[config.mk]
export PLATFORM = sky130hd
export DESIGN_NAME = fcull_plane_store
export DESIGN_NICKNAME = d
export VERILOG_FILES = /design/src/assert_macros.svh /design/src/fcull_pkg.sv /design/src/fcull_plane_store.sv
export SDC_FILE = /design/constraint.sdc
export NUM_CORES = 1
export LEC_CHECK = 0
export ABC_AREA = 1
export BUFFER_PORTS_ARGS = -buffer_cell sky130_fd_sc_hd__buf_2
export CAP_MARGIN = 10
export CORE_MARGIN = 1
export CORE_UTILIZATION = 60
export CTS_CLUSTER_SIZE = 40
export DETAILED_ROUTE_END_ITERATION = 12
export HOLD_SLACK_MARGIN = 0.15
export PLACE_DENSITY = 0.78
export SLEW_MARGIN = 20
export SYNTH_ARGS = -nofsm -noshare
export SYNTH_HDL_FRONTEND = slang
export SYNTH_SLANG_ARGS = --single-unit
[constraint.sdc]
create_clock -name clock -period 10.1 [get_ports clock]
set_input_delay 1.01 -clock clock [delete_from_list [all_inputs] [get_ports clock]]
set_output_delay 1.01 -clock clock [all_outputs]
set_load 0.02 [all_outputs]
[src/assert_macros.svh]
// Assertion macros shared by the frustum box cull RTL.
// Define NO_ASSERTIONS to compile them out.
`ifndef ASSERT_MACROS_SVH
`define ASSERT_MACROS_SVH

`ifndef NO_ASSERTIONS

// same-cycle implication
`define FC_ASSERT_IMP(name, clk, rst, ante, cons, msg) \
   name: assert property (@(posedge clk) disable iff (rst) (ante) |-> (cons)) \
      else $error(msg);

// next-cycle implication
`define FC_ASSERT_NXT(name, clk, rst, ante, cons, msg) \
   name: assert property (@(posedge clk) disable iff (rst) (ante) |=> (cons)) \
      else $error(msg);

`else

`define FC_ASSERT_IMP(name, clk, rst, ante, cons, msg)
`define FC_ASSERT_NXT(name, clk, rst, ante, cons, msg)

`endif

`endif

[src/fcull_pkg.sv]
// Shared types and constants for the frustum box cull block.
// No dependencies.
`timescale 1ns / 1ps

package fcull_pkg;

   localparam int PLANE_W = 3;

   localparam logic CMD_WRITE = 1'b0;
   localparam logic CMD_TEST  = 1'b1;

   typedef struct packed {
      logic               valid;
      logic [PLANE_W-1:0] plane;
   } fcull_issue_type;

   typedef struct packed {
      logic               valid;
      logic [PLANE_W-1:0] plane;
      logic               neg;
   } fcull_dot_status_type;

endpackage

[src/fcull_plane_store.sv]
// Plane store: normals and offsets in flops, cleared at reset, one write port
// and one combinational read port. Depends on fcull_pkg.
`timescale 1ns / 1ps

module fcull_plane_store import fcull_pkg::*; #(
   parameter int NUM_PLANES   = 6,
   parameter int COORD_WIDTH  = 24,
   parameter int NORMAL_WIDTH = 16,
   localparam int IDX_W       = (NUM_PLANES > 1) ? $clog2(NUM_PLANES) : 1
) (
   input  logic                           clock,
   input  logic                           reset,
   input  logic                           wr_en,
   input  logic [PLANE_W-1:0]             wr_slot,
   input  logic signed [NORMAL_WIDTH-1:0] wr_normal [3],
   input  logic signed [COORD_WIDTH-1:0]  wr_offset,
   input  logic [IDX_W-1:0]               rd_index,
   output logic signed [NORMAL_WIDTH-1:0] rd_normal [3],
   output logic signed [COORD_WIDTH-1:0]  rd_offset
);

   logic signed [NORMAL_WIDTH-1:0] normal_ff [NUM_PLANES][3];
   logic signed [COORD_WIDTH-1:0]  offset_ff [NUM_PLANES];
   logic                           wr_hit;

   // slots past the plane count are dropped
   assign wr_hit = wr_en && ({1'b0, wr_slot} < (PLANE_W + 1)'(NUM_PLANES));

   always_ff @(posedge clock) begin
      if (reset) begin
         for (int p = 0; p < NUM_PLANES; p++) begin
            for (int a = 0; a < 3; a++) begin
               normal_ff[p][a] <= '0;
            end
            offset_ff[p] <= '0;
         end
      end else if (wr_hit) begin
         for (int a = 0; a < 3; a++) begin
            normal_ff[wr_slot[IDX_W-1:0]][a] <= wr_normal[a];
         end
         offset_ff[wr_slot[IDX_W-1:0]] <= wr_offset;
      end
   end

   always_comb begin
      for (int a = 0; a < 3; a++) begin
         rd_normal[a] = normal_ff[rd_index][a];
      end
      rd_offset = offset_ff[rd_index];
   end

endmodule

==> results.txt <==
Status - finished, final reports clean
Combinational Power Share - 10.6%
GRT Total Usage - 28.4%
Placed Instances - 3829
Post-route core utilization - 68.5%
H-tree lvl count - 2
Worst Hold Class - in2reg
Commonest cells in the netlist - nand2_1 (949), inv_1 (653), edfxtp_1 (576), nor2_1 (314), nand3_1 (290)
Sequential-to-total area share from yosys stat - 63.0%
# IOs - 153
Vert. Die Dim - 216 um
Yosys top cell by area - edfxtp_1
# rows - 77
Final Hold Viols - 0
Initial antenna violation count - 2
NetSw - 0.00134 W
Crit-path max FO - 79
Synthesis-stage register bit count - 576
DRC viols - 0
Ys async rst share - 0%
Hpwl dp - 34900 um
Max Root-Sink Buffers - 3
Drt pass-1 iters - 5
First-pass GRT wire length - 104000 um
Area growth from synthesis to layout - 11.7%
Core Area - 0.0447 mm2
Syn avg cell area - 8.89 um2
Layout cells sized above 1 - 7.96%
Syn Inst Count - 3086
Post-CTS Hold Buffers - 0
Reg clk slew, reported paths - 0.06 ns
Vias in the first global route - 20500
Hold slack final - 0.594 ns
Post-Syn Area - 0.0274 mm2
CTS buffer count - 56
WP data required - 9.09 ns
Die area - 0.0466 mm2
Synth area leaders - edfxtp_1 (63%), nand2_1 (13%), inv_1 (8.9%)
CTS root buffer - clkbuf_16
Num Clock Sinks - 576
Power Density - 175 mW/mm2
WP data arrival - 3.91 ns
CTS tree - yes
Setup violations, final - 0
Max cap viols - 0
Initial core utilization - 61.4%
# fillers - 3334
Post-synth EDFFs - 576
Synth warn - 0
Most frequent cell after synthesis - nand2_1
Internal Power - 0.00403 W
Clock power share - 36.5%
Drt wl/cell - 16.7 um
Post-Layout Cell Count - 3934
Slew HR - 25.7%
Flop pwr share - 52.9%
Area fraction of the dominant cell type after synthesis - 63.0%
Yosys cell types - 18
Primary FF master, synth - edfxtp_1
GR Layer Usage met1 - 36.2%
Total gr overflow - 0
VDD IR-drop max - 0.131 mV
Largest net degree at the start of global routing - 214
Routed WL - 65600 um
Post-route ant nets - 0
Sw Ratio - 24.9%
FMAX - 203 MHz
Crit Path Category - in2out
RSZ-0062 raised after global routing - no
Met2 usage - 48.5%
Total Neg Setup Slack - 0 ns
Port buffer count - 152
GRT Max-Usage Layer - met2
Crit start category - input pin
Resized cells post-CTS - 0
Met3 usage - 5.23%
Die width - 216 um
Final Cycle Share - 48.8%
Post-CTS Setup Bufs - 0
Initial DRC Count - 2057
Max-slew violation count - 0
Via/cell ratio - 5.22
Via count - 20600
Worst-margin pin slew - 1.11 ns
Fin crit period - 4.92 ns
NumNets Final - 3376
Final Wtd Congestion - 0.779
Setup crit end kind - primary output
Leakage - 14.9 nW
registers in the layout, indices dropped and copies added, names as in the netlist:
signal,count
offset_ff,192
normal_ff,384
metal layers:
| layer | part of all wire [%] | vias to the layer above | wire [um] |
|---|---|---|---|
| met5 | 0.017 | - | 11 |
| met4 | 2.7 | 2 | 1750 |
| met3 | 9.6 | 144 | 6280 |
| met2 | 50 | 990 | 32500 |
| met1 | 38 | 9626 | 25000 |
| li1 | - | 9788 | - |
stage by stage:
| step | worst slack, ns | total power (W) | cell area, um2 |
|---|---|---|---|
| 4_1_cts | 5.23 | 0.00537 | 30600 |
| 5_1_grt | 4.99 | 0.00555 | 30600 |
| 6_report | 5.18 | 0.00536 | 30600 |
| 2_1_floorplan | 4.73 | 0.00326 | 28000 |
| 3_5_place_dp | 5.22 | 0.00345 | 29000 |
| 3_3_place_gp | 5.20 | 0.00343 | 29000 |
worst paths after layout:
check	from	end	slack, ns	depth (start not counted)
max	rd_index[1]	rd_offset[22]	5.18	8
min	wr_normal[17]	normal_ff[7][17]	0.59	1
final cells by class:
cell class / instances / area (um2) / area share (%)
repair buffers: 179 / 978 / 3.19
diodes: 1 / 2.50 / 0.00817
multi-input cells: 1825 / 7470 / 24.4
flip-flops and latches: 576 / 17300 / 56.4
clock inverters: 33 / 195 / 0.637
well taps: 592 / 741 / 2.42
clock buffers: 71 / 1480 / 4.83
inverters: 657 / 2480 / 8.10
cells by family (layout without fill, tap and decap cells):
logic type / count (synthesis) / count (layout) / share of synthesized area [%]
simple gates: 1677 / 1677 / 24.9
buf+inv: 828 / 940 / 12.0
flops: 576 / 576 / 63.0
compound gates: 4 / 4 / 0.0730
other cells: 1 / 145 / 0.0137
cells in the final DEF, fill, tap and decap left out, drive strengths merged:
master | netlist | routed
clkbuf | 41 | 71
diode | 0 | 1
buf | 130 | 179
bufinv | 0 | 2
inv | 657 | 659
nand4 | 2 | 2
conb | 1 | 144
nor2 | 315 | 315
nor3 | 121 | 121
nand3 | 290 | 290
o21ai | 4 | 4
nand2 | 949 | 949
clkinv | 0 | 29
edfxtp | 576 | 576
power by group through the flow:
stage | Clock, W | Sequential (W) | Combinational [W]
after global placement | 0 | 0.00288 | 0.000547
after CTS | 0.00197 | 0.00284 | 0.000565
after global routing | 0.00206 | 0.00285 | 0.000635
after detailed placement | 0 | 0.00289 | 0.000560
after floorplan | 0 | 0.00288 | 0.000385
final | 0.00195 | 0.00284 | 0.000569
worst max-delay path, stage by stage:
cell,delay (ns)
buf_4,0.43
inv_4,0.79
buf_4,0.91
nand3_1,0.15
nand2_1,0.10
nand2_1,0.05
nand2_1,0.17
buf_2,0.19
Power figures use the tool's default switching activity.
