[src/assert_macros.svh]
// Assertion macros shared by the frustum box cull RTL.
// Define NO_ASSERTIONS to compile them out.
`ifndef ASSERT_MACROS_SVH
`define ASSERT_MACROS_SVH

`ifndef NO_ASSERTIONS

// same-cycle implication
`define FC_ASSERT_IMP(name, clk, rst, ante, cons, msg) \
   name: assert property (@(posedge clk) disable iff (rst) (ante) |-> (cons)) \
      else $error(msg);

// next-cycle implication
`define FC_ASSERT_NXT(name, clk, rst, ante, cons, msg) \
   name: assert property (@(posedge clk) disable iff (rst) (ante) |=> (cons)) \
      else $error(msg);

`else

`define FC_ASSERT_IMP(name, clk, rst, ante, cons, msg)
`define FC_ASSERT_NXT(name, clk, rst, ante, cons, msg)

`endif

`endif

[src/fcull_pkg.sv]
// Shared types and constants for the frustum box cull block.
// No dependencies.
`timescale 1ns / 1ps

package fcull_pkg;

   localparam int PLANE_W = 3;

   localparam logic CMD_WRITE = 1'b0;
   localparam logic CMD_TEST  = 1'b1;

   typedef struct packed {
      logic               valid;
      logic [PLANE_W-1:0] plane;
   } fcull_issue_type;

   typedef struct packed {
      logic               valid;
      logic [PLANE_W-1:0] plane;
      logic               neg;
   } fcull_dot_status_type;

endpackage

[src/fcull_dot_unit.sv]
// Shared plane test unit: p-vertex select, three products (stage A),
// exact sum with scaled offset and sign (stage B). Depends on fcull_pkg.
`timescale 1ns / 1ps

module fcull_dot_unit import fcull_pkg::*; #(
   parameter int COORD_WIDTH  = 24,
   parameter int NORMAL_WIDTH = 16
) (
   input  logic                           clock,
   input  logic                           reset,
   input  fcull_issue_type                issue,
   input  logic signed [NORMAL_WIDTH-1:0] normal [3],
   input  logic signed [COORD_WIDTH-1:0]  offset,
   input  logic signed [COORD_WIDTH-1:0]  box_min [3],
   input  logic signed [COORD_WIDTH-1:0]  box_max [3],
   output fcull_dot_status_type           status
);

   localparam int PROD_W = NORMAL_WIDTH + COORD_WIDTH;
   localparam int ACC_W  = PROD_W + 2;
   localparam int SHIFT  = NORMAL_WIDTH - 2;   // d moves from Q.8 to Q.22

   logic signed [COORD_WIDTH-1:0] corner  [3];
   logic signed [PROD_W-1:0]      prod_in [3];
   logic signed [PROD_W-1:0]      prod_ff [3];
   logic signed [COORD_WIDTH-1:0] off_ff;
   fcull_issue_type               stage_a_ff;
   logic signed [ACC_W-1:0]       sum;
   fcull_dot_status_type          status_in;
   fcull_dot_status_type          status_ff;

   always_comb begin
      for (int a = 0; a < 3; a++) begin
         // negative normal component picks the min corner
         corner[a]  = normal[a][NORMAL_WIDTH-1] ? box_min[a] : box_max[a];
         prod_in[a] = normal[a] * corner[a];
      end
   end

   always_ff @(posedge clock) begin
      for (int a = 0; a < 3; a++) begin
         prod_ff[a] <= prod_in[a];
      end
      off_ff <= offset;
   end

   always_ff @(posedge clock) begin
      if (reset) begin
         stage_a_ff <= '0;
      end else begin
         stage_a_ff <= issue;
      end
   end

   assign sum = ACC_W'(prod_ff[0]) + ACC_W'(prod_ff[1]) + ACC_W'(prod_ff[2])
              + (ACC_W'(off_ff) <<< SHIFT);

   always_comb begin
      status_in.valid = stage_a_ff.valid;
      status_in.plane = stage_a_ff.plane;
      status_in.neg   = sum[ACC_W-1];
   end

   always_ff @(posedge clock) begin
      if (reset) begin
         status_ff <= '0;
      end else begin
         status_ff <= status_in;
      end
   end

   assign status = status_ff;

endmodule

[config.mk]
export PLATFORM = sky130hd
export DESIGN_NAME = fcull_dot_unit
export DESIGN_NICKNAME = d
export VERILOG_FILES = /design/src/assert_macros.svh /design/src/fcull_pkg.sv /design/src/fcull_dot_unit.sv
export SDC_FILE = /design/constraint.sdc
export NUM_CORES = 2
export LEC_CHECK = 0
export BUFFER_PORTS_ARGS = -buffer_cell sky130_fd_sc_hd__clkbuf_2
export CAP_MARGIN = 5
export CORE_MARGIN = 2
export CORE_UTILIZATION = 40
export CTS_BUF_LIST = sky130_fd_sc_hd__clkbuf_4
export CTS_CLUSTER_DIAMETER = 120
export DETAILED_ROUTE_END_ITERATION = 7
export GPL_TIMING_DRIVEN = 1
export HOLD_SLACK_MARGIN = 0.08
export PLACE_DENSITY = 0.55
export SLEW_MARGIN = 10
export SYNTH_ARGS = -nofsm -noshare
export SYNTH_HDL_FRONTEND = slang
export SYNTH_SLANG_ARGS = --single-unit
[constraint.sdc]
create_clock -name clock -period 6.48 [get_ports clock]
set_clock_uncertainty 0.15 [all_clocks]
set_input_delay 0.324 -clock clock [delete_from_list [all_inputs] [get_ports clock]]
set_output_delay 0.324 -clock clock [all_outputs]
set_load 0.005 [all_outputs]
==> metrics.md <==
| Metric | Value |
|---|---|
| Synth Flop Type | `dfxtp_1` |
| Placed Cells | `slightly above 7000` |
| Fin nets | `approximately 7500` |
| Commonest non-fill, non-tap cell in the layout | `inv_1` |
| Crit path DAT | `6.70 ns` |
| Drt via density | `4.73` |
| Cell variety after synth | `74` |
| Placer Congestion | `between 0.8 and 0.9` |
| # DRC | `0` |
| Drt pass-1 iters | `5` |
| CP top delay family | `adder cells` |
| Row count | `126` |
| Largest net degree at the start of global routing | `25` |
| Vias in the first global route | `roughly 38000` |
| Period utilization | `0.965` |
| I/O Buffers | `approximately 230` |
| Buf+Inv Stages, Crit Path | `7` |
| CTS Buffer Depth | `2` |
| Post-Syn Instances | `5110` |
| Routed Wire Length | `around 120 mm` |
| Critical path class | `in -> reg` |
| Critical Path Most Common Cell | `fa_1` |
| Part of the Yosys area used for sequential elements | `0.0643` |
| Vias | `around 35000` |
| Final hold vios | `0` |
| RSZ-0062 raised after global routing | `yes` |
| Worst-path clk slew | `about 0.16 ns` |
| Final Setup Violations | `0` |
| CP Capture Type | `register` |
| Critical path fanouts, max | `8` |
| Pre-CTS WS | `-0.545 ns` |
| Final Non-Filler Cells | `around 7300` |
| Async SR Flop Fraction | `0` |
| Most area-consuming cells after synthesis | `fa_1 (50%), inv_1 (10%), ha_1 (9.1%)` |
| Clk sink count | `153` |
| Final core occ | `0.469` |
| Min cycle time layout | `6.26 ns` |
| DRT iter0 DRCs | `approximately 1500` |
| Setup WS post-layout | `around 0.22 ns` |
| Area delta synth->final | `16.3%` |
| Post-route cell area | `between 50000 and 60000 sq um` |
| Post-Synthesis Cell Area | `47600 sq um` |
| Post-DP HPWL | `between 100 and 150 mm` |
| Yosys Warn Count | `0` |
| Number of fill cells | `between 10000 and 15000` |
| H-tree Lvls | `4` |
| Net count after synthesis | `between 6000 and 7000` |
| Worst path required time | `between 6 and 7 ns` |
| Top Ports | `~230` |
| Post-DRT Antenna Nets | `0` |
| Avg Inst Size Synth | `around 9.3 sq um` |
| Die H | `around 350 um` |
| Initial antenna violation count | `2` |
| Share of cells above drive strength 1 | `0.157` |
| Crit-path max cell delay | `between 0.5 and 0.6 ns` |
| Core Footprint | `118000 sq um` |
| Relative slew slack | `0.583` |
| Clock Latency Late Sink | `just under 0.7 ns` |
| CP max-delay cell | `fa_1` |
| Tot GR Track Use | `0.201` |
| CTS tree | `done` |
| HP Class | `in -> reg` |
| Max cap viols | `0` |
| Fmax | `roughly 0.16 GHz` |
| Top cell type's share of synthesized area | `0.500` |
| Area leader, netlist | `fa_1` |
| Clk root buf | `clkbuf_4` |
| Yosys reg bits | `between 150 and 200` |
| Total grt overflow | `0` |
| DIE AREA | `around 120000 sq um` |
| Status | `completed` |
| Drt wl/cell | `about 16 um` |
| Worst slew pin tran | `about 0.63 ns` |
| Chip width | `349 um` |
| Most frequent cells in the layout | `inv_1 (1316), fa_1 (1187), nand2_1 (687)` |
| CP Launch Type | `input pin` |
| Initial core utilization | `0.403` |
| First-pass GRT wire length | `around 200 mm` |
| Post-place instance area | `about 54000 sq um` |
| CTS Buf Count | `17` |
| Slew Viols, Final | `0` |
| EDFF count, synth | `0` |
[layout make-up]
cell class                 instances  area (sq um)  share of cell area
multi-input combinational       3456         39000               0.704
timing repair buffer             836          6120               0.110
inverter                        1319          4950              0.0894
sequential                       153          3060              0.0553
tap                             1536          1920              0.0347
clock inverter                    15           174             0.00314
clock buffer                      17           128             0.00231
antenna                            4          10.0            0.000181
[state kept, by name, indices dropped and copies added, names as in the netlist]
register	count
prod_ff	120
off_ff	24
status	5
stage_a_ff	4
[routing by layer]
layer	global-route usage	vias to the layer above	part of all wire
met5	0	-	0
met4	0.0334	0	0.015
met3	0.0212	99	0.033
met2	0.343	577	0.49
met1	0.281	17740	0.46
li1	-	16249	-
[what timing repair did]
| item | in CTS | in global routing |
|---|---|---|
| setup endpoints to repair | 0 | 7 |
| setup buffers | 0 | 2 |
| resized for setup | 0 | 10 |
| endpoints found under the hold margin | 36 | 0 |
| hold buffers | 52 | 0 |
[cells in the mapped netlist, types with 6 or more instances]
cell,n
a211oi_1,16
and3_1,7
nand3_1,24
nor3_1,12
or3_1,6
o21a_1,11
o21ai_1,8
mux2_2,69
nand2_1,687
dfxtp_1,153
a21o_1,63
o2111ai_1,8
a31oi_1,9
fa_1,1188
clkbuf_1,172
o21bai_1,16
xor2_1,32
o211ai_1,7
nor2b_1,49
ha_1,345
nor2_1,107
a21oi_1,117
and2_1,419
nand2b_1,34
nand4_1,12
o21ai_0,49
inv_1,1317
xnor2_1,88
buf_1,9
[per-stage QoR]
step	hold WS, ns	setup TNS [ns]
2_1_floorplan	0.202	0
3_3_place_gp	0.266	-11.96
3_5_place_dp	0.274	-11.61
4_1_cts	0.0823	0
5_1_grt	0.0864	-0.00261
6_report	0.151	0
[cell families (layout without fill, tap and decap cells)]
logic type | count (synthesis) | after routing | synth area share
adder cells (fa/ha/maj) | 1533 | 1533 | 0.590
buffers and inverters | 1501 | 2187 | 0.118
AND/OR/NAND/NOR | 1376 | 1376 | 0.139
AO/OA/AOI/OAI | 355 | 355 | 0.0492
flip-flops | 153 | 153 | 0.0643
XOR/XNOR | 120 | 120 | 0.0221
multiplexers | 72 | 72 | 0.0170
other | 0 | 4 | 0
[path summary, 6_finish.rpt]
check	from	endpoint	slack [ns]	cells after the start
setup / recovery	normal[15]	prod_ff[0][118]$_DFF_P_	0.22	25
hold / removal	offset[23]	off_ff[23]$_DFF_P_	0.15	2
setup reg to reg	off_ff[4]$_DFF_P_	status[0]$_SDFF_PP0_	2.53	12
hold reg to reg	stage_a_ff[3]$_SDFF_PP0_	status[4]$_SDFF_PP0_	0.30	1
Power is left out: the tool's default activity adds up to more than one toggle a clock period on the data nets, which glitch-free logic cannot reach.
